`src/design/fsa_pkg.sv`:
```
// File sector allocator package: field widths, parameter defaults, status codes,
// controller states and the command/status structs between controller and datapath.
// No dependencies.
package fsa_pkg;

  localparam int MAP_SECTORS_DEF  = 256;
  localparam int DIR_SLOTS_DEF    = 16;
  localparam int SLOT_SECTORS_DEF = 20;

  localparam int COUNT_W  = 5;
  localparam int STATUS_W = 2;
  localparam int SLOT_W   = 4;
  localparam int SECTOR_W = 8;

  typedef enum logic [STATUS_W-1:0] {
    STATUS_OK        = 2'd0,
    STATUS_DIR_FULL  = 2'd1,
    STATUS_NO_SPACE  = 2'd2,
    STATUS_TOO_LARGE = 2'd3
  } status_e;

  typedef enum logic [2:0] {
    FSA_CLEAR,
    FSA_IDLE,
    FSA_SCAN,
    FSA_DECIDE,
    FSA_ALLOC
  } state_e;

  typedef struct packed {
    logic clear;
    logic load;
    logic scan;
    logic emit_single;
    logic alloc_start;
    logic alloc_step;
  } cmd_t;

  typedef struct packed {
    logic clear_done;
    logic scan_done;
    logic go_alloc;
    logic out_free;
    logic alloc_done;
  } sts_t;

endpackage

```
`src/design/fsa_if.sv`:
```
// Request and result channel interfaces of the file sector allocator.
// Depends on fsa_pkg for field widths.
interface fsa_req_if;
  logic                        valid;
  logic                        ready;
  logic [fsa_pkg::COUNT_W-1:0] sector_count;

  modport source (output valid, output sector_count, input ready);
  modport sink (input valid, input sector_count, output ready);
endinterface

interface fsa_res_if;
  logic                         valid;
  logic                         ready;
  logic [fsa_pkg::STATUS_W-1:0] status;
  logic [fsa_pkg::SLOT_W-1:0]   slot;
  logic [fsa_pkg::SECTOR_W-1:0] sector;
  logic                         sector_valid;
  logic                         last;

  modport source (output valid, output status, output slot, output sector,
                  output sector_valid, output last, input ready);
  modport sink (input valid, input status, input slot, input sector,
                input sector_valid, input last, output ready);
endinterface

```
`src/design/fsa_ram.sv`:
```
// Generic single-write, single-read RAM with registered read data.
// No dependencies.
module fsa_ram #(
  parameter int DATA_W = 8,
  parameter int DEPTH  = 320
) (
  input  logic                     clk_i,
  input  logic                     we_i,
  input  logic [$clog2(DEPTH)-1:0] waddr_i,
  input  logic [DATA_W-1:0]        wdata_i,
  input  logic [$clog2(DEPTH)-1:0] raddr_i,
  output logic [DATA_W-1:0]        rdata_o
);

  logic [DATA_W-1:0] mem_q [DEPTH];
  logic [DATA_W-1:0] rdata_q;

  always_ff @(posedge clk_i) begin
    if (we_i) begin
      mem_q[waddr_i] <= wdata_i;
    end
    rdata_q <= mem_q[raddr_i];
  end

  assign rdata_o = rdata_q;

endmodule

```
`src/design/fsa_ctrl.sv`:
```
// Controller of the file sector allocator: sector map clearing after reset, request
// handshake and sequencing of the scan, decision and allocation phases. Depends on fsa_pkg.
module fsa_ctrl (
  input  logic          clk_i,
  input  logic          rst_ni,
  input  logic          req_valid_i,
  output logic          req_ready_o,
  input  fsa_pkg::sts_t sts_i,
  output fsa_pkg::cmd_t cmd_o
);

  fsa_pkg::state_e state_q, state_d;

  always_ff @(posedge clk_i or negedge rst_ni) begin
    if (!rst_ni) begin
      state_q <= fsa_pkg::FSA_CLEAR;
    end else begin
      state_q <= state_d;
    end
  end

  always_comb begin
    state_d     = state_q;
    cmd_o       = '0;
    req_ready_o = 1'b0;
    case (state_q)
      fsa_pkg::FSA_CLEAR: begin
        cmd_o.clear = 1'b1;
        if (sts_i.clear_done) begin
          state_d = fsa_pkg::FSA_IDLE;
        end
      end
      fsa_pkg::FSA_IDLE: begin
        req_ready_o = 1'b1;
        if (req_valid_i) begin
          cmd_o.load = 1'b1;
          state_d    = fsa_pkg::FSA_SCAN;
        end
      end
      fsa_pkg::FSA_SCAN: begin
        cmd_o.scan = 1'b1;
        if (sts_i.scan_done) begin
          state_d = fsa_pkg::FSA_DECIDE;
        end
      end
      fsa_pkg::FSA_DECIDE: begin
        if (sts_i.go_alloc) begin
          cmd_o.alloc_start = 1'b1;
          state_d           = fsa_pkg::FSA_ALLOC;
        end else if (sts_i.out_free) begin
          cmd_o.emit_single = 1'b1;
          state_d           = fsa_pkg::FSA_IDLE;
        end
      end
      fsa_pkg::FSA_ALLOC: begin
        cmd_o.alloc_step = 1'b1;
        if (sts_i.alloc_done) begin
          state_d = fsa_pkg::FSA_IDLE;
        end
      end
      default: begin
        state_d = fsa_pkg::FSA_IDLE;
      end
    endcase
  end

endmodule

```
`src/design/fsa_datapath.sv`:
```
// Datapath of the file sector allocator: sector map RAM, slot map, scan counters,
// sector list RAM and the result register. Depends on fsa_pkg and fsa_ram.
module fsa_datapath #(
  parameter int MAP_SECTORS  = fsa_pkg::MAP_SECTORS_DEF,
  parameter int DIR_SLOTS    = fsa_pkg::DIR_SLOTS_DEF,
  parameter int SLOT_SECTORS = fsa_pkg::SLOT_SECTORS_DEF
) (
  input  logic                          clk_i,
  input  logic                          rst_ni,
  input  logic [fsa_pkg::COUNT_W-1:0]   sector_count_i,
  input  fsa_pkg::cmd_t                 cmd_i,
  output fsa_pkg::sts_t                 sts_o,
  input  logic                          res_ready_i,
  output logic                          res_valid_o,
  output logic [fsa_pkg::STATUS_W-1:0]  res_status_o,
  output logic [fsa_pkg::SLOT_W-1:0]    res_slot_o,
  output logic [fsa_pkg::SECTOR_W-1:0]  res_sector_o,
  output logic                          res_sector_valid_o,
  output logic                          res_last_o
);

  localparam int SCAN_LEN   = (MAP_SECTORS > DIR_SLOTS) ? MAP_SECTORS : DIR_SLOTS;
  localparam int SCAN_W     = $clog2(SCAN_LEN);
  localparam int MAP_W      = $clog2(MAP_SECTORS);
  localparam int DIR_W      = $clog2(DIR_SLOTS);
  localparam int LIST_DEPTH = DIR_SLOTS * SLOT_SECTORS;
  localparam int LIST_W     = $clog2(LIST_DEPTH);
  localparam int CW         = fsa_pkg::COUNT_W;
  localparam logic [SCAN_W:0] MapLim  = (SCAN_W + 1)'(MAP_SECTORS);
  localparam logic [SCAN_W:0] DirLim  = (SCAN_W + 1)'(DIR_SLOTS);
  localparam logic [SCAN_W-1:0] ScanLast = SCAN_W'(SCAN_LEN - 1);
  localparam logic [SCAN_W-1:0] MapLast  = SCAN_W'(MAP_SECTORS - 1);
  localparam logic [CW:0] SlotLim = (CW + 1)'(SLOT_SECTORS);

  logic [DIR_SLOTS-1:0]   slot_used_q, slot_used_d;
  logic [CW-1:0]          need_q, need_d;
  logic [SCAN_W-1:0]      idx_q, idx_d;
  logic [CW-1:0]          cnt_q, cnt_d;
  logic                   found_q, found_d;
  logic [DIR_W-1:0]       slot_q, slot_d;
  logic [CW-1:0]          n_q, n_d;

  logic                          res_valid_q, res_valid_d;
  logic [fsa_pkg::STATUS_W-1:0]  res_status_q, res_status_d;
  logic [fsa_pkg::SLOT_W-1:0]    res_slot_q, res_slot_d;
  logic [fsa_pkg::SECTOR_W-1:0]  res_sector_q, res_sector_d;
  logic                          res_sector_valid_q, res_sector_valid_d;
  logic                          res_last_q, res_last_d;

  logic                    idx_in_map, idx_in_dir, sec_free, slot_free;
  logic                    sector_used_rd;
  logic                    found_nx;
  logic [CW-1:0]           cnt_nx;
  fsa_pkg::status_e        verdict;
  logic                    out_free, alloc_last, alloc_emit;
  logic [DIR_W+fsa_pkg::SLOT_W-1:0]   slot_ext;
  logic [MAP_W+fsa_pkg::SECTOR_W-1:0] sector_ext;
  logic [LIST_W-1:0]       list_addr;

  assign idx_in_map = {1'b0, idx_q} < MapLim;
  assign idx_in_dir = {1'b0, idx_q} < DirLim;
  assign sec_free   = idx_in_map && !sector_used_rd;
  assign slot_free  = idx_in_dir && !slot_used_q[idx_q[DIR_W-1:0]];
  assign found_nx   = found_q || slot_free;
  assign cnt_nx     = (sec_free && (cnt_q != need_q)) ? cnt_q + CW'(1) : cnt_q;

  always_comb begin
    if (!found_q) begin
      verdict = fsa_pkg::STATUS_DIR_FULL;
    end else if (cnt_q != need_q) begin
      verdict = fsa_pkg::STATUS_NO_SPACE;
    end else if ({1'b0, need_q} > SlotLim) begin
      verdict = fsa_pkg::STATUS_TOO_LARGE;
    end else begin
      verdict = fsa_pkg::STATUS_OK;
    end
  end

  assign out_free   = !res_valid_q || res_ready_i;
  assign alloc_last = (n_q + CW'(1)) == need_q;
  assign alloc_emit = cmd_i.alloc_step && sec_free && out_free;
  assign slot_ext   = {{fsa_pkg::SLOT_W{1'b0}}, slot_q};
  assign sector_ext = {{fsa_pkg::SECTOR_W{1'b0}}, idx_q[MAP_W-1:0]};
  assign list_addr  = LIST_W'(int'(slot_q) * SLOT_SECTORS + int'(n_q));

  assign sts_o.clear_done = idx_q == MapLast;
  assign sts_o.scan_done  = (idx_q == ScanLast) || (found_nx && (cnt_nx == need_q));
  assign sts_o.go_alloc   = (verdict == fsa_pkg::STATUS_OK) && (need_q != '0);
  assign sts_o.out_free   = out_free;
  assign sts_o.alloc_done = alloc_emit && alloc_last;

  always_comb begin
    slot_used_d        = slot_used_q;
    need_d             = need_q;
    idx_d              = idx_q;
    cnt_d              = cnt_q;
    found_d            = found_q;
    slot_d             = slot_q;
    n_d                = n_q;
    res_valid_d        = res_valid_q && !res_ready_i;
    res_status_d       = res_status_q;
    res_slot_d         = res_slot_q;
    res_sector_d       = res_sector_q;
    res_sector_valid_d = res_sector_valid_q;
    res_last_d         = res_last_q;

    if (cmd_i.clear) begin
      idx_d = idx_q + SCAN_W'(1);
    end

    if (cmd_i.load) begin
      need_d  = sector_count_i;
      idx_d   = '0;
      cnt_d   = '0;
      found_d = 1'b0;
    end

    if (cmd_i.scan) begin
      cnt_d   = cnt_nx;
      found_d = found_nx;
      if (!found_q && slot_free) begin
        slot_d = idx_q[DIR_W-1:0];
      end
      if (!sts_o.scan_done) begin
        idx_d = idx_q + SCAN_W'(1);
      end
    end

    if (cmd_i.emit_single) begin
      res_valid_d        = 1'b1;
      res_status_d       = verdict;
      res_sector_d       = '0;
      res_sector_valid_d = 1'b0;
      res_last_d         = 1'b1;
      if (verdict == fsa_pkg::STATUS_OK) begin
        res_slot_d           = slot_ext[fsa_pkg::SLOT_W-1:0];
        slot_used_d[slot_q]  = 1'b1;
      end else begin
        res_slot_d = '0;
      end
    end

    if (cmd_i.alloc_start) begin
      idx_d               = '0;
      n_d                 = '0;
      slot_used_d[slot_q] = 1'b1;
    end

    if (cmd_i.alloc_step) begin
      if (!sec_free) begin
        idx_d = idx_q + SCAN_W'(1);
      end else if (out_free) begin
        idx_d              = idx_q + SCAN_W'(1);
        n_d                = n_q + CW'(1);
        res_valid_d        = 1'b1;
        res_status_d       = fsa_pkg::STATUS_OK;
        res_slot_d         = slot_ext[fsa_pkg::SLOT_W-1:0];
        res_sector_d       = sector_ext[fsa_pkg::SECTOR_W-1:0];
        res_sector_valid_d = 1'b1;
        res_last_d         = alloc_last;
      end
    end
  end

  always_ff @(posedge clk_i or negedge rst_ni) begin
    if (!rst_ni) begin
      slot_used_q   <= '0;
      found_q       <= 1'b0;
      res_valid_q   <= 1'b0;
      idx_q         <= '0;
      cnt_q         <= '0;
      n_q           <= '0;
    end else begin
      slot_used_q   <= slot_used_d;
      found_q       <= found_d;
      res_valid_q   <= res_valid_d;
      idx_q         <= idx_d;
      cnt_q         <= cnt_d;
      n_q           <= n_d;
    end
  end

  always_ff @(posedge clk_i) begin
    need_q             <= need_d;
    slot_q             <= slot_d;
    res_status_q       <= res_status_d;
    res_slot_q         <= res_slot_d;
    res_sector_q       <= res_sector_d;
    res_sector_valid_q <= res_sector_valid_d;
    res_last_q         <= res_last_d;
  end

  fsa_ram #(
    .DATA_W (1),
    .DEPTH  (MAP_SECTORS)
  ) u_map_ram (
    .clk_i   (clk_i),
    .we_i    (alloc_emit || cmd_i.clear),
    .waddr_i (idx_q[MAP_W-1:0]),
    .wdata_i (alloc_emit),
    .raddr_i (idx_d[MAP_W-1:0]),
    .rdata_o (sector_used_rd)
  );

  fsa_ram #(
    .DATA_W (fsa_pkg::SECTOR_W),
    .DEPTH  (LIST_DEPTH)
  ) u_list_ram (
    .clk_i   (clk_i),
    .we_i    (alloc_emit),
    .waddr_i (list_addr),
    .wdata_i (sector_ext[fsa_pkg::SECTOR_W-1:0]),
    .raddr_i ('0),
    .rdata_o ()
  );

  assign res_valid_o        = res_valid_q;
  assign res_status_o       = res_status_q;
  assign res_slot_o         = res_slot_q;
  assign res_sector_o       = res_sector_q;
  assign res_sector_valid_o = res_sector_valid_q;
  assign res_last_o         = res_last_q;

`ifndef SYNTH
  a_alloc_needs_room : assert property (@(posedge clk_i) disable iff (!rst_ni)
    cmd_i.alloc_start |-> found_q && (cnt_q == need_q) && (need_q != '0))
    else $error("allocation started without a slot or enough free sectors");

  a_alloc_in_map : assert property (@(posedge clk_i) disable iff (!rst_ni)
    cmd_i.alloc_step |-> idx_in_map)
    else $error("allocation scan ran past the sector map");

  a_alloc_slot_claimed : assert property (@(posedge clk_i) disable iff (!rst_ni)
    cmd_i.alloc_step |-> slot_used_q[slot_q])
    else $error("sectors allocated to an unclaimed slot");

  a_emit_count : assert property (@(posedge clk_i) disable iff (!rst_ni)
    alloc_emit |=> (n_q == $past(n_q) + CW'(1)) && res_valid_q)
    else $error("allocated sector not counted or not presented");
`endif

endmodule

```
`src/design/file_sector_allocator_top.sv`:
```
// File sector allocator: one request at a time, first free slot, first free sectors.
// Steps: the request is accepted, a scan walks up to max(MAP_SECTORS, DIR_SLOTS) entries
// of the sector and slot maps, a decision follows, then the map is walked again entry by
// entry up to the last allocated sector. A new request is taken only when the last is done;
// the walk halts at a free sector and the single result waits while the result channel stalls.
// Reset: slot map clears at once, sector map by a pass over every entry; list RAM uncleared.
module file_sector_allocator_top #(
  parameter int MAP_SECTORS  = fsa_pkg::MAP_SECTORS_DEF,
  parameter int DIR_SLOTS    = fsa_pkg::DIR_SLOTS_DEF,
  parameter int SLOT_SECTORS = fsa_pkg::SLOT_SECTORS_DEF
) (
  input logic      clk_i,
  input logic      rst_ni,
  fsa_req_if.sink  req,
  fsa_res_if.source res
);

  fsa_pkg::cmd_t cmd;
  fsa_pkg::sts_t sts;

  fsa_ctrl u_ctrl (
    .clk_i       (clk_i),
    .rst_ni      (rst_ni),
    .req_valid_i (req.valid),
    .req_ready_o (req.ready),
    .sts_i       (sts),
    .cmd_o       (cmd)
  );

  fsa_datapath #(
    .MAP_SECTORS  (MAP_SECTORS),
    .DIR_SLOTS    (DIR_SLOTS),
    .SLOT_SECTORS (SLOT_SECTORS)
  ) u_datapath (
    .clk_i              (clk_i),
    .rst_ni             (rst_ni),
    .sector_count_i     (req.sector_count),
    .cmd_i              (cmd),
    .sts_o              (sts),
    .res_ready_i        (res.ready),
    .res_valid_o        (res.valid),
    .res_status_o       (res.status),
    .res_slot_o         (res.slot),
    .res_sector_o       (res.sector),
    .res_sector_valid_o (res.sector_valid),
    .res_last_o         (res.last)
  );

endmodule
```
`src/flat_wrapper.sv`:
```
// flat-port wrapper written by rule: the top's interface ports become plain ports
module file_sector_allocator_top_flat 
#(
  parameter int MAP_SECTORS  = fsa_pkg::MAP_SECTORS_DEF,
  parameter int DIR_SLOTS    = fsa_pkg::DIR_SLOTS_DEF,
  parameter int SLOT_SECTORS = fsa_pkg::SLOT_SECTORS_DEF
)
  (clk_i, rst_ni, req_valid, req_sector_count, req_ready, res_valid, res_status, res_slot, res_sector, res_sector_valid, res_last, res_ready);
  fsa_req_if req_i ();
  fsa_res_if res_i ();
  input logic clk_i;
  input logic rst_ni;
  input wire logic [$bits(req_i.valid)-1:0] req_valid;
  input wire logic [$bits(req_i.sector_count)-1:0] req_sector_count;
  output wire logic [$bits(req_i.ready)-1:0] req_ready;
  output wire logic [$bits(res_i.valid)-1:0] res_valid;
  output wire logic [$bits(res_i.status)-1:0] res_status;
  output wire logic [$bits(res_i.slot)-1:0] res_slot;
  output wire logic [$bits(res_i.sector)-1:0] res_sector;
  output wire logic [$bits(res_i.sector_valid)-1:0] res_sector_valid;
  output wire logic [$bits(res_i.last)-1:0] res_last;
  input wire logic [$bits(res_i.ready)-1:0] res_ready;
  assign req_i.valid = req_valid;
  assign req_i.sector_count = req_sector_count;
  assign req_ready = req_i.ready;
  assign res_valid = res_i.valid;
  assign res_status = res_i.status;
  assign res_slot = res_i.slot;
  assign res_sector = res_i.sector;
  assign res_sector_valid = res_i.sector_valid;
  assign res_last = res_i.last;
  assign res_i.ready = res_ready;
  file_sector_allocator_top #(.MAP_SECTORS(MAP_SECTORS), .DIR_SLOTS(DIR_SLOTS), .SLOT_SECTORS(SLOT_SECTORS)) u_core (.clk_i(clk_i), .rst_ni(rst_ni), .req(req_i), .res(res_i));
endmodule
```
`config.mk`:
```
export PLATFORM = sky130hd
export DESIGN_NAME = file_sector_allocator_top_flat
export DESIGN_NICKNAME = d
export VERILOG_FILES = /design/src/design/fsa_pkg.sv /design/src/design/fsa_if.sv /design/src/design/fsa_ram.sv /design/src/design/fsa_ctrl.sv /design/src/design/fsa_datapath.sv /design/src/design/file_sector_allocator_top.sv /design/src/flat_wrapper.sv
export SDC_FILE = /design/constraint.sdc
export NUM_CORES = 1
export LEC_CHECK = 0
export BUFFER_PORTS_ARGS = -buffer_cell sky130_fd_sc_hd__buf_4
export CAP_MARGIN = 10
export CORE_MARGIN = 3
export CORE_UTILIZATION = 50
export DETAILED_ROUTE_END_ITERATION = 16
export PLACE_DENSITY = 0.68
export RECOVER_POWER = 25
export SLEW_MARGIN = 5
export SYNTH_ARGS = -nofsm -noshare
export SYNTH_HDL_FRONTEND = slang
export SYNTH_SLANG_ARGS = --single-unit
```
`constraint.sdc`:
```
create_clock -name clk_i -period 16.78 [get_ports clk_i]
set_clock_uncertainty 0.2 [all_clocks]
set_input_delay 5.034 -clock clk_i [delete_from_list [all_inputs] [get_ports clk_i]]
set_output_delay 5.034 -clock clk_i [all_outputs]
set_load 0.01 [all_outputs]
```
=== After elaboration in Yosys (flattened, before gate mapping) ===
Memories as Yosys holds them, arrays and structs flattened. A register that Yosys moved wholly into a read port is not among the register bits.
Cells that the tools add are included.
Widths: inputs -> output; s select.

* Multiply operators: 0
* Div/mod/pow operators: 0
* Equal/unequal tests: 13
* Reduce and logical (&&, ||, !) cells: 25
* Bitwise logic cells: 2
* Shifts and indexed selects: 0
* Muxes and demuxes: 71
* Add/subtract/negate cells: 3
* Order comparisons: 5

{| class="wikitable"
|+ Operators with widths
! operator !! number
|-
| $mux 8 || 12
|-
| $mux 16 || 3
|-
| $mux 5 || 7
|-
| $or 16x16->16 || 2
|-
| $mux 1 || 27
|-
| $mux 4 || 5
|-
| $mux 3 || 6
|-
| $mux 2 || 8
|-
| $pmux 3 s5 || 1
|-
| $add 5x1->5 const B || 2
|-
| $eq 5x5->1 || 2
|-
| $logic_and 1x1->1 || 10
|-
| $lt 4x5->1 const B || 2
|-
| $add 8x1->8 const B || 1
|-
| $eq 8x8->1 const B || 1
|-
| $lt 8x5->1 const B || 1
|-
| $eq 3x2->1 const B || 2
|-
| $ne 2x1->1 const B || 3
|-
| $gt 5x5->1 const B || 1
|-
| $logic_not 1->1 || 5
|-
| $ne 5x5->1 || 1
|-
| $reduce_and 5->1 || 1
|-
| $reduce_bool 5->1 || 1
|-
| $bmux 1 s4 || 1
|-
| 11 further kinds || 14
|}

* Output and inout port bits: 18
* Register bits: 64
* Logic and storage cells: 134
* Memories: 1
* RAM bits: 256
* Bits in read-only memories: 0
* Input bits: 9
* Bits in latches: 0

{| class="wikitable"
|+ Memory list
! name !! depth !! bits a word !! rd ports !! clocked after memory_dff !! wr ports !! line !! RTL
|-
| u_core.u_datapath.u_map_ram.mem_q || 256 || 1 || 1 || 1 || 1 || fsa_ram.sv:15 || <nowiki>logic [DATA_W-1:0] mem_q [DEPTH];</nowiki>
|}

=== Longest topological paths before layout ===
* Depth after elaboration: 13
* Gate-level depth with buffers: 17
* Mapped depth without buffers: 15

=== Modules after synthesis ===
A second synthesis with hierarchy kept.

* Cell total of the unflattened synthesis: 1,117
* Area total of the unflattened synthesis: 14,473.9 um2

{| class="wikitable"
|+ Modules (own cells, without submodules)
! module !! cells an instance !! sequential area each (um2) !! area each (um2) !! times used
|-
| fsa_ram || 788 || 7,707.4 || 11,128.2 || 1
|-
| fsa_datapath || 305 || 1,491.4 || 3,116.7 || 1
|-
| fsa_ctrl || 24 || 75.1 || 229.0 || 1
|}

=== Worst setup path after synthesis ===
OpenSTA, ideal clock, no wires.

* Path type: input port to flip-flop
* Start: input res_ready
* End: memory u_core.u_datapath.u_map_ram.mem_q[0], data pin
* Stages on the path: 4
* Setup time: 1.050 ns
* Path slack: 6.128 ns
* Arrival time: 9.402 ns
* Cells stage by stage: nand2b_1 nand2_1 inv_1 clkbuf_1

* Cells in the longest elaborated chain, start to end: 2

{| class="wikitable"
|+ Ends and longest elaborated chain
! item !! line !! RTL
|-
| start: declaration || flat_wrapper.sv:22 || <nowiki>input wire logic [$bits(res_i.ready)-1:0] res_ready;</nowiki>
|-
| $logic_or 1x1->1 || fsa_datapath.sv:79 || <nowiki>assign out_free = !res_valid_q || res_ready_i;</nowiki>
|-
| $logic_and 1x1->1 || fsa_datapath.sv:81 || <nowiki>assign alloc_emit = cmd_i.alloc_step && sec_free && out_free;</nowiki>
|-
| named net u_core.u_datapath.alloc_emit || fsa_datapath.sv:55 || <nowiki>logic out_free, alloc_last, alloc_emit;</nowiki>
|-
| end: declaration || fsa_ram.sv:15 ||
|}

The timed path passes the listed nets, and every way through them passes these cells.

=== Worst setup path in the final report ===
* Start: input res_ready
* End: register u_core.u_datapath.u_map_ram.rdata_q, in the netlist u_core.u_datapath.u_map_ram.rdata_o, read port of u_core.u_datapath.u_map_ram.mem_q

* Cells in the longest elaborated chain, start to end: 4

{| class="wikitable"
|+ Ends and longest elaborated chain
! item !! line !! RTL
|-
| $logic_or 1x1->1 || fsa_datapath.sv:79 ||
|-
| $mux 8 || fsa_datapath.sv:152 || <nowiki>end else if (out_free) begin</nowiki>
|-
| $mux 8 || fsa_datapath.sv:150 || <nowiki>if (!sec_free) begin</nowiki>
|-
| $mux 8 || fsa_datapath.sv:149 || <nowiki>if (cmd_i.alloc_step) begin</nowiki>
|-
| end: declaration || fsa_ram.sv:16 || <nowiki>logic [DATA_W-1:0] rdata_q;</nowiki>
|}

No other way between the ends.
A chain may end at the register's enable or synchronous reset.

==> impl_metrics.py <==
metrics = {
    "routing": {
        "vias": 10594,
        "wl_met2_mm": 18.03,
        "initialDrtViolationCount": 1225,
        "antenna_left": 0,
        "drt-met1-wl_mm": 15.75,
        "post_drt_wl_per_cell_um": 21.41,
        "wl_met3_mm": 3.140,
        "drt_pass1_iterations": 5,
        "top_layer": "met5",
        "drc": 0,
        "viasPerCell": 5.972,
        "detail_route.wirelength_mm": 37.98,
    },
    "global_route": {
        "grt_usage_pct": 24.25,
        "antenna_found_initial": 1,
        "grt_max_degree": 160,
        "grt_overflow": 0,
        "grt_pass1_vias": 10367,
        "grt_pass1_wl_mm": 58.59,
    },
    "floorplanning": {
        "ioPinCount": 27,
        "coreArea_mm2": 0.02894,
        "die_h_um": 177.8,
        "die_w_um": 177.8,
        "placementRows": 62,
        "initial_core_util_pct": 51.00,
        "dieArea_mm2": 0.03161,
    },
    "yosys": {
        "synth-main-ff-cell": "edfxtp_1",
        "synth.net_count": 1395,
        "synth_edf_count": 273,
        "avgSynthCellArea_um2": 10.69,
        "syn-cell-area_mm2": 0.01476,
        "synthArstFlopShare_pct": 12.15,
        "synth.distinct_cells": 67,
        "ys_seq_elements": 321,
        "yosysSeqAreaShare_pct": 63.38,
        "ys.warnings.count": 0,
        "synth_cells": 1380,
    },
    "sta": {
        "tightest_slew_ns": 2.291,
        "setup_violations": 0,
        "slew_headroom_pct": -52.70,
        "finalHoldViolations": 0,
        "rsz0062_at_grt": "false",
        "max_freq_ghz": 0.1089,
        "tns_ns": 0,
        "fin_crit_sh_pct": 54.72,
        "min_period_ns": 9.183,
        "slew_viol_final": 70,
    },
    "clock_tree": {
        "clk_pin_slew_ns": 0.06,
        "htreeDepth": 2,
        "cts_resized": 0,
        "clock_latency_ns": 0.52,
        "cts_buffers": 36,
        "cts_tree": "built",
        "ctsHoldBuffers": 0,
        "post-cts-setup-buffers": 0,
        "clock_sinks": 321,
        "root_buffer": "clkbuf_16",
        "clk_path_buf_depth": 3,
    },
    "layout": {
        "final_area_mm2": 0.01605,
        "fillCellCount": 2500,
        "area_delta_synth_final_pct": 8.724,
        "multiInputGateArea_mm2": 0.004870,
        "seqCellArea_mm2": 0.009354,
        "diodes": 0,
        "drive_above_1_share_pct": 6.259,
        "final_nets": 1377,
    },
    "pwr": {
        "leakagePower_nw": 5.688,
        "vdd_drop_max_mv": 0.1108,
        "power.density_mw_per_mm2": 160.9,
    },
    "run_status": {
        "violations": "max-capacitance violations, max-slew violations",
        "status": "complete, but fails checks",
    },
    "worst_setup_path": {
        "worstPathRequired_ns": 17.00,
        "crit_path_max_fanout": 78,
        "end_kind": "flop",
        "startpoint_type": "primary input",
        "worstSetupPathType": "in2reg",
        "worstPathArrival_ns": 9.40,
    },
    "worst_hold_path": {
        "hp-class": "reg2reg",
    },
    "placed_design": {
        "place_congestion": 0.8254,
        "placed_area_mm2": 0.01508,
        "portBuffers": 26,
        "hpwl_mm": 20.90,
    },
    "job": {
        "maxCapViolCount": 2,
    },
}
==> path summary, 6_finish.rpt <==
path	start	end	slack, ns	depth (start not counted)
worst max-delay path	res_ready	u_core.u_datapath.u_map_ram.rdata_o	7.60	15
worst min-delay path	u_core.u_datapath.res_status_o[1]	u_core.u_datapath.res_status_o[1]	0.26	2
worst max register to register	u_core.u_datapath.idx_q[1]	u_core.u_datapath.u_map_ram.rdata_o	10.31	15
worst min register to register	u_core.u_datapath.res_status_o[1]	u_core.u_datapath.res_status_o[1]	0.26	2
max in group asynchronous	rst_ni	u_core.u_datapath.cnt_q[0]	10.07	1
min in group asynchronous	rst_ni	u_core.u_datapath.slot_used_q[5]	5.00	1
==> cell families after synthesis <==
logic type | count (synthesis) | share of synthesized area, %
buffers and inverters | 106 | 3.383
AOI/OAI and AO/OA | 130 | 6.791
xor gates and xnor gates | 22 | 1.399
and+or+nand+nor | 768 | 22.42
DFF | 321 | 63.38
adders and majority gates | 6 | 0.5087
muxes | 27 | 2.111
==> cells in the mapped netlist, types with 4 or more instances <==
library cell  count  area [µm²]
buf_6             5       56.30
nand3_1         109       545.5
a21oi_1           9       45.04
xor2_1            8       70.07
nor3_1           11       55.05
edfxtp_1        273        8198
a22o_1           11       96.34
nand4_1          35       219.0
o21ai_0          26       130.1
a31oi_1          16       100.1
a32oi_1          15       131.4
a31o_2            4       35.03
mux2i_1          21       210.2
dfxtp_1           9       180.2
buf_2            24       120.1
dfrtp_1          39       975.9
and2_1            7       43.79
o21bai_1         12       90.09
and3_1            8       50.05
nand2_1         280        1051
a311oi_1          4       35.03
a211oi_1          4       30.03
ha_1              6       75.07
nor2_1          280        1051
nor2b_1          13       81.33
nor4_1            5       31.28
inv_1            14       52.55
buf_4             9       67.56
xnor2_1          13       113.9
clkbuf_1         52       195.2
==> flip-flops by register name, summed over array words and instances (netlist names), named ones only <==
signal                                flops
u_core.u_datapath.cnt_q                   5
u_core.u_datapath.res_slot_o              4
u_core.u_datapath.n_q                     5
u_core.u_datapath.res_status_o            2
u_core.u_datapath.u_map_ram.rdata_o       1
u_core.u_ctrl.state_q                     3
u_core.u_datapath.u_map_ram.mem_q       256
u_core.u_datapath.slot_used_q            16
u_core.u_datapath.found_q                 1
u_core.u_datapath.res_valid_o             1
u_core.u_datapath.idx_q                   8
u_core.u_datapath.res_sector_valid_o      1
u_core.u_datapath.slot_q                  4
u_core.u_datapath.need_q                  5
u_core.u_datapath.res_last_o              1
==> cell type report <==
| class | count | area share (%) |
|---|---|---|
| clock buffer | 53 | 6.332 |
| clock inverter | 13 | 0.4679 |
| tap | 384 | 2.994 |
| sequential | 321 | 58.30 |
| inverter | 15 | 0.3899 |
| multi-input combinational | 953 | 30.35 |
| timing repair buffer | 35 | 1.170 |
==> report_power, final <==
part | switching [W] | leakage, nW | internal, W
clock | 0.000311 | 0.534 | 0.000422
combinational | 0.000642 | 1.59 | 0.000259
sequential | 0.0000564 | 3.56 | 0.000891
==> worst max-delay path: stages <==
cell,delay [ns]
clkbuf_4,0.11
nand2b_1,0.19
nor2_1,0.11
nor2_1,0.08
a211oi_2,0.33
o32a_4,0.88
clkinv_2,0.88
buf_4,0.62
and2_1,0.27
a211oi_1,0.22
o21ai_1,0.09
nand4_1,0.15
nand3_1,0.14
nand4_1,0.15
a2bb2oi_2,0.06
==> cells in the final DEF, fill, tap and decap left out, drive strengths merged, types with 5 or more instances in the layout <==
cell,count
a31oi,16
nand2,280
a211oi,5
nand4,35
and3,8
a32oi,15
edfxtp,273
o21bai,12
and2,8
ha,6
mux2i,21
nor3,11
buf,9
a22o,11
dfxtp,9
nand3,109
o21ai,27
nor2b,15
nor4,5
inv,16
nor2,280
dfrtp,39
xnor2,13
clkbuf,79
xor2,8
clkinv,11
a21oi,10
==> layer usage <==
metal  vias to the layer above  track usage (%)
li1                       4838                -
met1                      5223            33.20
met2                       442            39.17
met3                        89            4.942
met4                         2            7.690
met5                         -                0
==> metrics by stage <==
step / cells / power (W) / hold WS [ns] / util, % / setup WS (ns)
2_1_floorplan: 1380 / 0.001634 / 0.2360 / - / 6.128
5_1_grt: 1774 / 0.002697 / 0.2854 / 55.45 / 7.303
4_1_cts: 1774 / 0.002601 / 0.2664 / 55.87 / 7.694
6_report: 1774 / 0.002582 / 0.2584 / 55.45 / 7.597
3_5_place_dp: 1708 / 0.001871 / 0.2527 / 52.10 / 7.166
3_3_place_gp: 1708 / 0.001854 / 0.2485 / 52.10 / 7.277
No activity file was read; power rests on OpenSTA's default activity.
